### config.mk
export PLATFORM = sky130hd
export DESIGN_NAME = positional_ordered_list_unit
export DESIGN_NICKNAME = d
export VERILOG_FILES = /design/src/rtl/pol_pkg.sv /design/src/rtl/pol_ram.sv /design/src/rtl/positional_ordered_list_unit.sv
export SDC_FILE = /design/constraint.sdc
export NUM_CORES = 1
export LEC_CHECK = 0
export BUFFER_PORTS_ARGS = -buffer_cell sky130_fd_sc_hd__clkbuf_2
export CELL_PAD_IN_SITES_DETAIL_PLACEMENT = 1
export CELL_PAD_IN_SITES_GLOBAL_PLACEMENT = 1
export CORE_MARGIN = 8
export CORE_UTILIZATION = 25
export CTS_BUF_LIST = sky130_fd_sc_hd__clkbuf_4 sky130_fd_sc_hd__clkbuf_8 sky130_fd_sc_hd__clkbuf_16
export DETAILED_ROUTE_END_ITERATION = 16
export GPL_TIMING_DRIVEN = 0
export PLACE_DENSITY = 0.54
export SYNTH_ARGS = -nofsm -noshare
export SYNTH_HDL_FRONTEND = slang
export SYNTH_SLANG_ARGS = --single-unit
export TNS_END_PERCENT = 50
### constraint.sdc
create_clock -name aclk -period 7.7 [get_ports aclk]
set_input_delay 0.77 -clock aclk [delete_from_list [all_inputs] [get_ports aclk]]
set_output_delay 0.77 -clock aclk [all_outputs]
set_load 0.05 [all_outputs]
### src/rtl/pol_pkg.sv
// pol_pkg: operation and status codes for the positional ordered list unit.
// No dependencies; used by the RAM, the top level and the port checker.
package pol_pkg;

    typedef enum logic [2:0] {
        OP_INS_FRONT = 3'd0,
        OP_INS_BACK  = 3'd1,
        OP_DISPLAY   = 3'd2,
        OP_COUNT     = 3'd3,
        OP_DEL_FRONT = 3'd4,
        OP_DEL_BACK  = 3'd5,
        OP_INS_AT    = 3'd6,
        OP_DEL_AT    = 3'd7
    } op_t;

    typedef enum logic [1:0] {
        ST_DONE   = 2'd0,
        ST_BADPOS = 2'd1,
        ST_EMPTY  = 2'd2,
        ST_FULL   = 2'd3
    } status_t;

    localparam int ELEM_W = 8;
    localparam int LEN_W  = 7;
    localparam int POS_W  = 7;

endpackage

### src/rtl/pol_ram.sv
// pol_ram: single-port synchronous element store with a registered read.
// Depends on pol_pkg for the element width.
module pol_ram #(
    parameter int DEPTH  = 64,
    parameter int ADDR_W = 6
) (
    input  logic                          aclk,
    input  logic                          we,
    input  logic                          re,
    input  logic [ADDR_W-1:0]             addr,
    input  logic [pol_pkg::ELEM_W-1:0]    wdata,
    output logic [pol_pkg::ELEM_W-1:0]    rdata
);

    logic [pol_pkg::ELEM_W-1:0] mem [DEPTH];
    logic [pol_pkg::ELEM_W-1:0] rdata_reg;

    always_ff @(posedge aclk) begin
        if (we) begin
            mem[addr] <= wdata;
        end
        if (re) begin
            rdata_reg <= mem[addr];
        end
    end

    assign rdata = rdata_reg;

endmodule

### src/rtl/positional_ordered_list_unit.sv
// positional_ordered_list_unit: ordered byte list kept in pol_ram, shifted in place.
// Depends on pol_pkg and pol_ram.
//
//  channel | ports                                          | dir
//  input   | s_valid s_ready s_operation s_value s_position | in
//  result  | m_valid m_ready m_element m_length m_status m_last | out
//
// Insert/delete at index i of a list of n: one memory read and one write per moved
// element through the single port. Display reads the elements one at a time, each
// sent as its own result; count and rejected ops answer with one result.
// Reset (aresetn low, synchronous) empties the list; memory contents are not cleared.
// A stalled result holds the output register; the next result waits for it.
module positional_ordered_list_unit #(
    parameter int CAPACITY = 64
) (
    input  logic                        aclk,
    input  logic                        aresetn,
    input  logic                        s_valid,
    output logic                        s_ready,
    input  logic [2:0]                  s_operation,
    input  logic [pol_pkg::ELEM_W-1:0]  s_value,
    input  logic [pol_pkg::POS_W-1:0]   s_position,
    output logic                        m_valid,
    input  logic                        m_ready,
    output logic [pol_pkg::ELEM_W-1:0]  m_element,
    output logic [pol_pkg::LEN_W-1:0]   m_length,
    output logic [1:0]                  m_status,
    output logic                        m_last
);

    localparam int ADDR_W = (CAPACITY > 1) ? $clog2(CAPACITY) : 1;
    localparam int CNT_W  = $clog2(CAPACITY + 1);
    localparam int CMP_W  = ((CNT_W > pol_pkg::POS_W) ? CNT_W : pol_pkg::POS_W) + 1;
    localparam int LEN_W_T = pol_pkg::LEN_W;

    typedef enum logic [2:0] {
        S_IDLE, S_CHK, S_WR, S_DRD, S_DOUT, S_RESP
    } state_t;

    state_t                       state_reg, state_next;
    logic [CNT_W-1:0]             occ_reg, occ_next;
    logic [CNT_W-1:0]             ptr_reg, ptr_next;
    logic [CNT_W-1:0]             idx_reg, idx_next;
    logic                         ins_reg, ins_next;
    logic [pol_pkg::ELEM_W-1:0]   val_reg, val_next;
    pol_pkg::status_t             st_reg, st_next;

    logic                         m_valid_reg, m_valid_next;
    logic [pol_pkg::ELEM_W-1:0]   m_element_reg, m_element_next;
    logic [pol_pkg::LEN_W-1:0]    m_length_reg, m_length_next;
    logic [1:0]                   m_status_reg, m_status_next;
    logic                         m_last_reg, m_last_next;

    logic                         ram_we, ram_re;
    logic [ADDR_W-1:0]            ram_addr;
    logic [pol_pkg::ELEM_W-1:0]   ram_wdata, ram_rdata;

    logic [CMP_W-1:0]             pos_c, occ_c;
    logic [CNT_W-1:0]             src;
    logic                         more, out_free;
    pol_pkg::op_t                 op;

    pol_ram #(.DEPTH(CAPACITY), .ADDR_W(ADDR_W)) u_ram (
        .aclk  (aclk),
        .we    (ram_we),
        .re    (ram_re),
        .addr  (ram_addr),
        .wdata (ram_wdata),
        .rdata (ram_rdata)
    );

    assign op       = pol_pkg::op_t'(s_operation);
    assign pos_c    = CMP_W'(s_position);
    assign occ_c    = CMP_W'(occ_reg);
    assign out_free = !m_valid_reg || m_ready;
    assign src      = ins_reg ? ptr_reg - CNT_W'(1) : ptr_reg + CNT_W'(1);
    assign more     = ins_reg ? (ptr_reg > idx_reg) : (src < occ_reg);
    assign s_ready  = (state_reg == S_IDLE);

    always_comb begin
        state_next     = state_reg;
        occ_next       = occ_reg;
        ptr_next       = ptr_reg;
        idx_next       = idx_reg;
        ins_next       = ins_reg;
        val_next       = val_reg;
        st_next        = st_reg;
        m_valid_next   = m_valid_reg && !m_ready;
        m_element_next = m_element_reg;
        m_length_next  = m_length_reg;
        m_status_next  = m_status_reg;
        m_last_next    = m_last_reg;
        ram_we         = 1'b0;
        ram_re         = 1'b0;
        ram_addr       = ptr_reg[ADDR_W-1:0];
        ram_wdata      = ram_rdata;

        case (state_reg)
            S_IDLE: begin
                if (s_valid) begin
                    val_next   = s_value;
                    st_next    = pol_pkg::ST_DONE;
                    state_next = S_RESP;
                    case (op)
                        pol_pkg::OP_INS_FRONT, pol_pkg::OP_INS_BACK: begin
                            ins_next = 1'b1;
                            idx_next = (op == pol_pkg::OP_INS_FRONT) ? '0 : occ_reg;
                            ptr_next = occ_reg;
                            if (occ_c >= CMP_W'(CAPACITY)) begin
                                st_next = pol_pkg::ST_FULL;
                            end else begin
                                state_next = S_CHK;
                            end
                        end
                        pol_pkg::OP_INS_AT: begin
                            ins_next = 1'b1;
                            idx_next = CNT_W'(pos_c - CMP_W'(1));
                            ptr_next = occ_reg;
                            if (pos_c == '0 || pos_c > occ_c + CMP_W'(1)) begin
                                st_next = pol_pkg::ST_BADPOS;
                            end else if (occ_c >= CMP_W'(CAPACITY)) begin
                                st_next = pol_pkg::ST_FULL;
                            end else begin
                                state_next = S_CHK;
                            end
                        end
                        pol_pkg::OP_DEL_FRONT, pol_pkg::OP_DEL_BACK: begin
                            ins_next = 1'b0;
                            ptr_next = (op == pol_pkg::OP_DEL_FRONT) ? '0
                                                                     : occ_reg - CNT_W'(1);
                            if (occ_reg == '0) begin
                                st_next = pol_pkg::ST_EMPTY;
                            end else begin
                                state_next = S_CHK;
                            end
                        end
                        pol_pkg::OP_DEL_AT: begin
                            ins_next = 1'b0;
                            ptr_next = CNT_W'(pos_c - CMP_W'(1));
                            if (occ_reg == '0) begin
                                st_next = pol_pkg::ST_EMPTY;
                            end else if (pos_c == '0 || pos_c > occ_c) begin
                                st_next = pol_pkg::ST_BADPOS;
                            end else begin
                                state_next = S_CHK;
                            end
                        end
                        pol_pkg::OP_DISPLAY: begin
                            ins_next = 1'b0;
                            ptr_next = '0;
                            if (occ_reg == '0) begin
                                st_next = pol_pkg::ST_EMPTY;
                            end else begin
                                state_next = S_DRD;
                            end
                        end
                        default: begin
                        end
                    endcase
                end
            end
            S_CHK: begin
                if (more) begin
                    ram_re     = 1'b1;
                    ram_addr   = src[ADDR_W-1:0];
                    state_next = S_WR;
                end else if (ins_reg) begin
                    ram_we     = 1'b1;
                    ram_addr   = idx_reg[ADDR_W-1:0];
                    ram_wdata  = val_reg;
                    occ_next   = occ_reg + CNT_W'(1);
                    state_next = S_RESP;
                end else begin
                    occ_next   = occ_reg - CNT_W'(1);
                    state_next = S_RESP;
                end
            end
            S_WR: begin
                ram_we     = 1'b1;
                ptr_next   = src;
                state_next = S_CHK;
            end
            S_DRD: begin
                ram_re     = 1'b1;
                state_next = S_DOUT;
            end
            S_DOUT: begin
                if (out_free) begin
                    m_valid_next   = 1'b1;
                    m_element_next = ram_rdata;
                    m_length_next  = LEN_W_T'(occ_c);
                    m_status_next  = pol_pkg::ST_DONE;
                    m_last_next    = (src == occ_reg);
                    ptr_next       = src;
                    state_next     = (src == occ_reg) ? S_IDLE : S_DRD;
                end
            end
            S_RESP: begin
                if (out_free) begin
                    m_valid_next   = 1'b1;
                    m_element_next = '0;
                    m_length_next  = LEN_W_T'(occ_c);
                    m_status_next  = st_reg;
                    m_last_next    = 1'b1;
                    state_next     = S_IDLE;
                end
            end
            default: begin
                state_next = S_IDLE;
            end
        endcase
    end

    always_ff @(posedge aclk) begin
        if (!aresetn) begin
            state_reg   <= S_IDLE;
            occ_reg     <= '0;
            m_valid_reg <= 1'b0;
        end else begin
            state_reg   <= state_next;
            occ_reg     <= occ_next;
            m_valid_reg <= m_valid_next;
        end
        ptr_reg       <= ptr_next;
        idx_reg       <= idx_next;
        ins_reg       <= ins_next;
        val_reg       <= val_next;
        st_reg        <= st_next;
        m_element_reg <= m_element_next;
        m_length_reg  <= m_length_next;
        m_status_reg  <= m_status_next;
        m_last_reg    <= m_last_next;
    end

    assign m_valid   = m_valid_reg;
    assign m_element = m_element_reg;
    assign m_length  = m_length_reg;
    assign m_status  = m_status_reg;
    assign m_last    = m_last_reg;

endmodule

* After elaboration in Yosys (flattened, before gate mapping)
Memories as Yosys holds them, arrays and structs flattened. A register that Yosys moved wholly into a read port is not among the register bits. Index checks and enable logic that the tools add are counted.
Storage, ports and cells: register bits 54, RAM bits 512, input bits 22, output and inout bits 20, word-level logic and storage cells 123, memories kept 1
Cells by class: $add $sub $neg 6, magnitude comparators 5, equal/unequal tests 16, multiplexer cells 54, bitwise operators 1, reduce and logical (&&, ||, !) cells 28
Memory list:
- u_ram.mem | words 64, bits a word 8, rd ports 1, clocked after Yosys merged registers in 1, write ports 1, line pol_ram.sv:15 | logic [pol_pkg::ELEM_W-1:0] mem [DEPTH];
Operators with widths (number):
- $mux 7 | 6
- $mux 8 | 5
- $mux 3 | 10
- $pmux 7 s4 | 1
- $pmux 7 s3 | 1
- $sub 7x1->7 const B | 3
- $eq 3x3->1 const B | 6
- $mux 6 | 3
- $pmux 3 s6 | 1
- $pmux 8 s2 | 1
- $pmux 3 s5 | 1
- $add 7x1->7 const B | 2
- $gt 7x7->1 | 2
- $mux 2 | 7
- $pmux 7 s2 | 1
- $reduce_and 3->1 | 4
- $mux 1 | 11
- $eq 3x2->1 const B | 3
- $add 7x1->8 const B | 1
- $gt 7x8->1 | 1
- $logic_not 8->1 | 1
- $pmux 1 s2 | 4
- $pmux 2 s4 | 1
- $eq 7x7->1 | 1
- other kinds (19) | 33

* Depth between registers and ports, before layout
depth after elaboration 8, depth in mapped cells 22, gate-level depth less buffers 17

* By module
A second synthesis with hierarchy kept.
Second synthesis, totals: cell total of the unflattened synthesis 1618, area total of the unflattened synthesis 24541.0 um^2
Modules (own cells, without submodules):
- pol_ram | times used 1, cells each 1168, area an instance 20442.1 um^2, seq. area each 15615.0 um^2
- positional_ordered_list_unit | times used 1, cells each 450, area an instance 4098.9 um^2, seq. area each 1511.4 um^2

* Worst setup path before layout
Ideal clock, no wire load.
kind register -> register, start point reg ins_reg, end point mem u_ram.mem[12][0] (netlist name) (enable), setup time 0.370 ns, data arrival time 4.410 ns, data required time 7.330 ns, path slack 2.920 ns, stages on the path, launching flop included 20, buffers on the path 4, clock period less this slack 4.780 ns, cells stage by stage edfxtp_1 -> fa_1 -> a21o_1 -> a21oi_1 -> o21bai_1 -> a21oi_1 -> xnor2_1 -> ha_1 -> o21a_1 -> a211o_1 -> nand2b_4 -> buf_6 -> a31oi_1 -> a21oi_1 -> buf_2 -> buf_2 -> buf_2 -> nor2_1 -> nand2_1 -> nor2_1
Between the ends: longest elaborated chain between the ends 7, elaborated cells between the ends (all ways) 11, classes of those cells order compare: 1; mux: 10
RTL lines:
- start, declared | line positional_ordered_list_unit.sv:44 | logic ins_reg, ins_next;
- start signal, assigned | line positional_ordered_list_unit.sv:226 | ins_reg <= ins_next;
- $mux 7 | line positional_ordered_list_unit.sv:76 | assign src = ins_reg ? ptr_reg - CNT_W'(1) : ptr_reg + CNT_W'(1);
- $lt 7x7->1 | line positional_ordered_list_unit.sv:77 | assign more = ins_reg ? (ptr_reg > idx_reg) : (src < occ_reg);
- $mux 1 | line positional_ordered_list_unit.sv:77
- $mux 1 | line positional_ordered_list_unit.sv:163 | if (more) begin
- $pmux 1 s2 | line positional_ordered_list_unit.sv:98 | case (state_reg)
- $mux 1 | line pol_ram.sv:19 | if (we) begin
- $mux 1 (not written as such) | line pol_ram.sv:20 | mem[addr] <= wdata;
- end, declared | line pol_ram.sv:15
Several ways; a longest one is shown, not always the timed one.

* Final worst setup path
start point reg ins_reg, end point mem u_ram.mem[61][2] (netlist name) (enable)
Same word-level chain as after synthesis.

==> impl_metrics.tcl <==
set metrics [dict create \
    ys_seq_elements 574 \
    setup_violations 0 \
    reg2reg_from "ins_reg$_DFFE_PP_" \
    die_w_um 331 \
    ant_nets 0 \
    layout-drive-gt1-share 0.132 \
    cts-buffers-inserted 59 \
    rsz0062_at_grt "yes" \
    synth_edf_count 563 \
    initialDrtViolationCount 1796 \
    wire_per_inst_um 26.9 \
    critPathArrivalTime_ns 7.77 \
    cts_buffer_depth 3 \
    hold_class "in2reg" \
    postSynthCellCount 1826 \
    rr_endpoint "u_ram.mem[61][2]$_DFFE_PP_" \
    worst_setup_path_end_kind "flop" \
    clk_pin_slew_ns 0.07 \
    ys_seq_area_frac 0.692 \
    syn_area_um2 24700 \
    ys_types 82 \
    fmax_mhz 133 \
    drc 0 \
    crit_start "ins_reg$_DFFE_PP_" \
    die_area_um2 109000 \
    skew_ns 0.0208 \
    wl_um 88000 \
    worstPathRequired_ns 7.95 \
    r2r_cells 18 \
    holdBufCountCts 0 \
    fin_nets 1991 \
    reg2reg_slack_ns 0.18 \
    crit_type "reg2reg" \
    clk-insertion-delay-late_ns 0.63 \
    stdcell_area_um2 28700 \
    area_growth_pct 16.0 \
    grt_pass1_vias 17100 \
    io_buffers 40 \
    overflow 0 \
    antenna_found_initial 3 \
    rows 115 \
    placed_area_um2 26700 \
    dp_slack_ns 0.190 \
    dr.pass1.iters 5 \
    io_pins 42 \
    cts.htree.levels 2 \
    start_util 0.252 \
    synth_nets 1886 \
    yosysWarnings 0 \
    synthFlopType "edfxtp_1" \
    endpoint "u_ram.mem[61][2]$_DFFE_PP_" \
    cts_tree "done" \
    status "complete, but fails checks" \
    cts_sinks 574 \
    num_vias 16700 \
    track_usage 0.157 \
    grt_max_degree 65 \
    grt_pass1_wl_um 125000 \
    clock-root-buffer "clkbuf_16" \
    top_register "u_ram.mem" \
    die_y_um 331 \
    tightestPinTransition_ns 1.52 \
    violations "capacitance limit, slew limit" \
    post_cts_buffers 0 \
    fin_ws_ns 0.180 \
    gp_congestion 0.872 \
    crit_path_start_kind "flop" \
    cap_violations 1 \
    design.core.area_um2 98300 \
    hold_viol 0 \
    slew_viol_final 8 \
    fin_crit_sh 0.977 \
    place_hpwl_um 60500 \
    min_period_ns 7.52 \
    cp_max_fo 10 \
    slew_headroom -0.0167 \
    async_reset_ff_frac 0 \
    avgSynthCellArea_um2 13.5 \
    via_per_inst 5.11 \
    largest_reg_flops 512 \
]
[worst min-delay path by stage]
stage,slack [ns],cells past startpoint,start,endpoint
3_3_place_gp,0.43,0,occ_reg[5]$_SDFFE_PN0P_,m_length[5]$_DFFE_PP_
3_5_place_dp,0.42,0,occ_reg[5]$_SDFFE_PN0P_,m_length[5]$_DFFE_PP_
2_1_floorplan,0.41,0,occ_reg[2]$_SDFFE_PN0P_,m_length[2]$_DFFE_PP_
5_1_grt,0.29,1,s_value[2],val_reg[2]$_DFFE_PP_
6_report,0.32,1,s_value[2],val_reg[2]$_DFFE_PP_
4_1_cts,0.28,1,s_value[2],val_reg[2]$_DFFE_PP_
[layout by cell type, fill, tap and decap left out, types with 12 or more instances in the layout]
cell,n
a211oi_1,17
a21oi_1,54
a22o_1,21
a22oi_1,13
a31oi_1,44
a32o_1,14
and2_1,18
and3_1,21
buf_2,44
clkbuf_1,41
clkbuf_16,59
clkbuf_2,40
clkinv_1,14
clkinv_2,13
edfxtp_1,563
ha_1,37
inv_1,29
mux2_2,21
mux2i_1,65
mux4_2,12
nand2_1,296
nand3_1,68
nand4_1,18
nor2_1,119
nor3_1,30
o21a_1,13
o21ai_0,44
o221ai_1,14
o22ai_1,13
xnor2_1,20
[per-layer routing]
| metal | global-route usage | part of all wire | vias up |
|---|---|---|---|
| met5 | 0 | 0 | - |
| met4 | 0.0464 | 0.031 | 0 |
| met3 | 0.0257 | 0.066 | 147 |
| met2 | 0.255 | 0.46 | 623 |
| met1 | 0.214 | 0.44 | 8751 |
| li1 | - | - | 7181 |
[layout make-up]
class	count	area, um^2
well taps	1287	1610
fillers	10600	69600
plain buffers	109	532
multi-input cells	1112	7010
inverters	31	116
diodes	1	2.50
flip-flops and latches	574	17100
repair buffers	44	280
clock buffers	69	1550
clock inverters	42	462
[stage by stage]
step / hold slack (ns) / utilization / cells / setup TNS [ns]
CTS: 0.281 / 0.292 / 3268 / 0
global placement: 0.430 / 0.270 / 3153 / 0
floorplan: 0.406 / - / 1826 / 0
finish: 0.318 / 0.292 / 3269 / 0
global route: 0.293 / 0.292 / 3268 / -0.372
detailed placement: 0.419 / 0.271 / 3157 / 0
[synthesized netlist by cell type (4+ instances only)]
master    instances  area share
buf_2            44      0.0089
clkbuf_1         41      0.0062
nor2_1          122       0.019
o21bai_1          4      0.0012
mux2i_1          65       0.026
a21o_1            4      0.0012
mux4_2           12       0.011
nand3b_1          5      0.0015
and3_1           21      0.0053
a311oi_1          7      0.0025
o21ai_0          44      0.0089
nand4_1          18      0.0046
a31oi_1          44       0.011
mux2_2           21      0.0096
o21a_1           13      0.0039
inv_1            29      0.0044
a32oi_1           9      0.0032
nor4_1            6      0.0015
dfxtp_1          11      0.0089
a211o_1           6      0.0021
or4_1             5      0.0015
a211oi_1         17      0.0052
o22ai_1          13      0.0033
ha_1             37       0.019
buf_6             4      0.0018
a32o_1           14      0.0057
nand2b_1          4      0.0010
and2_1           18      0.0046
a221oi_1         10      0.0035
o221ai_1         14      0.0050
xor2_1            4      0.0014
or3_1             4      0.0010
buf_1            10      0.0015
a21oi_1          54       0.011
xnor2_1          20      0.0071
a22oi_1          13      0.0039
a22o_1           21      0.0074
nor2b_1           9      0.0023
edfxtp_1        563        0.68
nand2_1         304       0.046
buf_4            10      0.0030
nand3_1          68       0.014
nor3_1           30      0.0061
[cell families after synthesis]
logic type | after synthesis | share of synthesized area
adders and majority gates | 38 | 0.0195
AOI/OAI and AO/OA | 325 | 0.0943
xor gates and xnor gates | 24 | 0.00850
and+or+nand+nor | 627 | 0.112
buffers and inverters | 140 | 0.0262
DFF | 574 | 0.692
muxes | 98 | 0.0468
[worst max-delay path, cell delays in order (launching register included)]
cell and delay (ns):
edfxtp_1 0.56, fa_1 0.50, a21o_1 0.21, a21oi_1 0.23, o21bai_1 0.11, a21oi_1 0.20, xnor2_1 0.19, ha_1 0.30
o21a_1 0.14, a211o_1 0.32, nor2b_1 0.26, nor2_1 0.16, a21oi_1 0.14, and3_1 0.17, clkbuf_1 0.38, clkbuf_1 0.74
buf_1 0.73, nand2_1 0.71, nor2_1 1.06
[what timing repair did]
action / 4_1_cts / 5_1_grt
gates resized for setup: 0 / 3
hold endpoints to repair: 0 / 0
endpoints found under the setup margin: 0 / 32
Power is left out: the tool's default activity adds up to more than one toggle a clock period on the data nets, which glitch-free logic cannot reach.
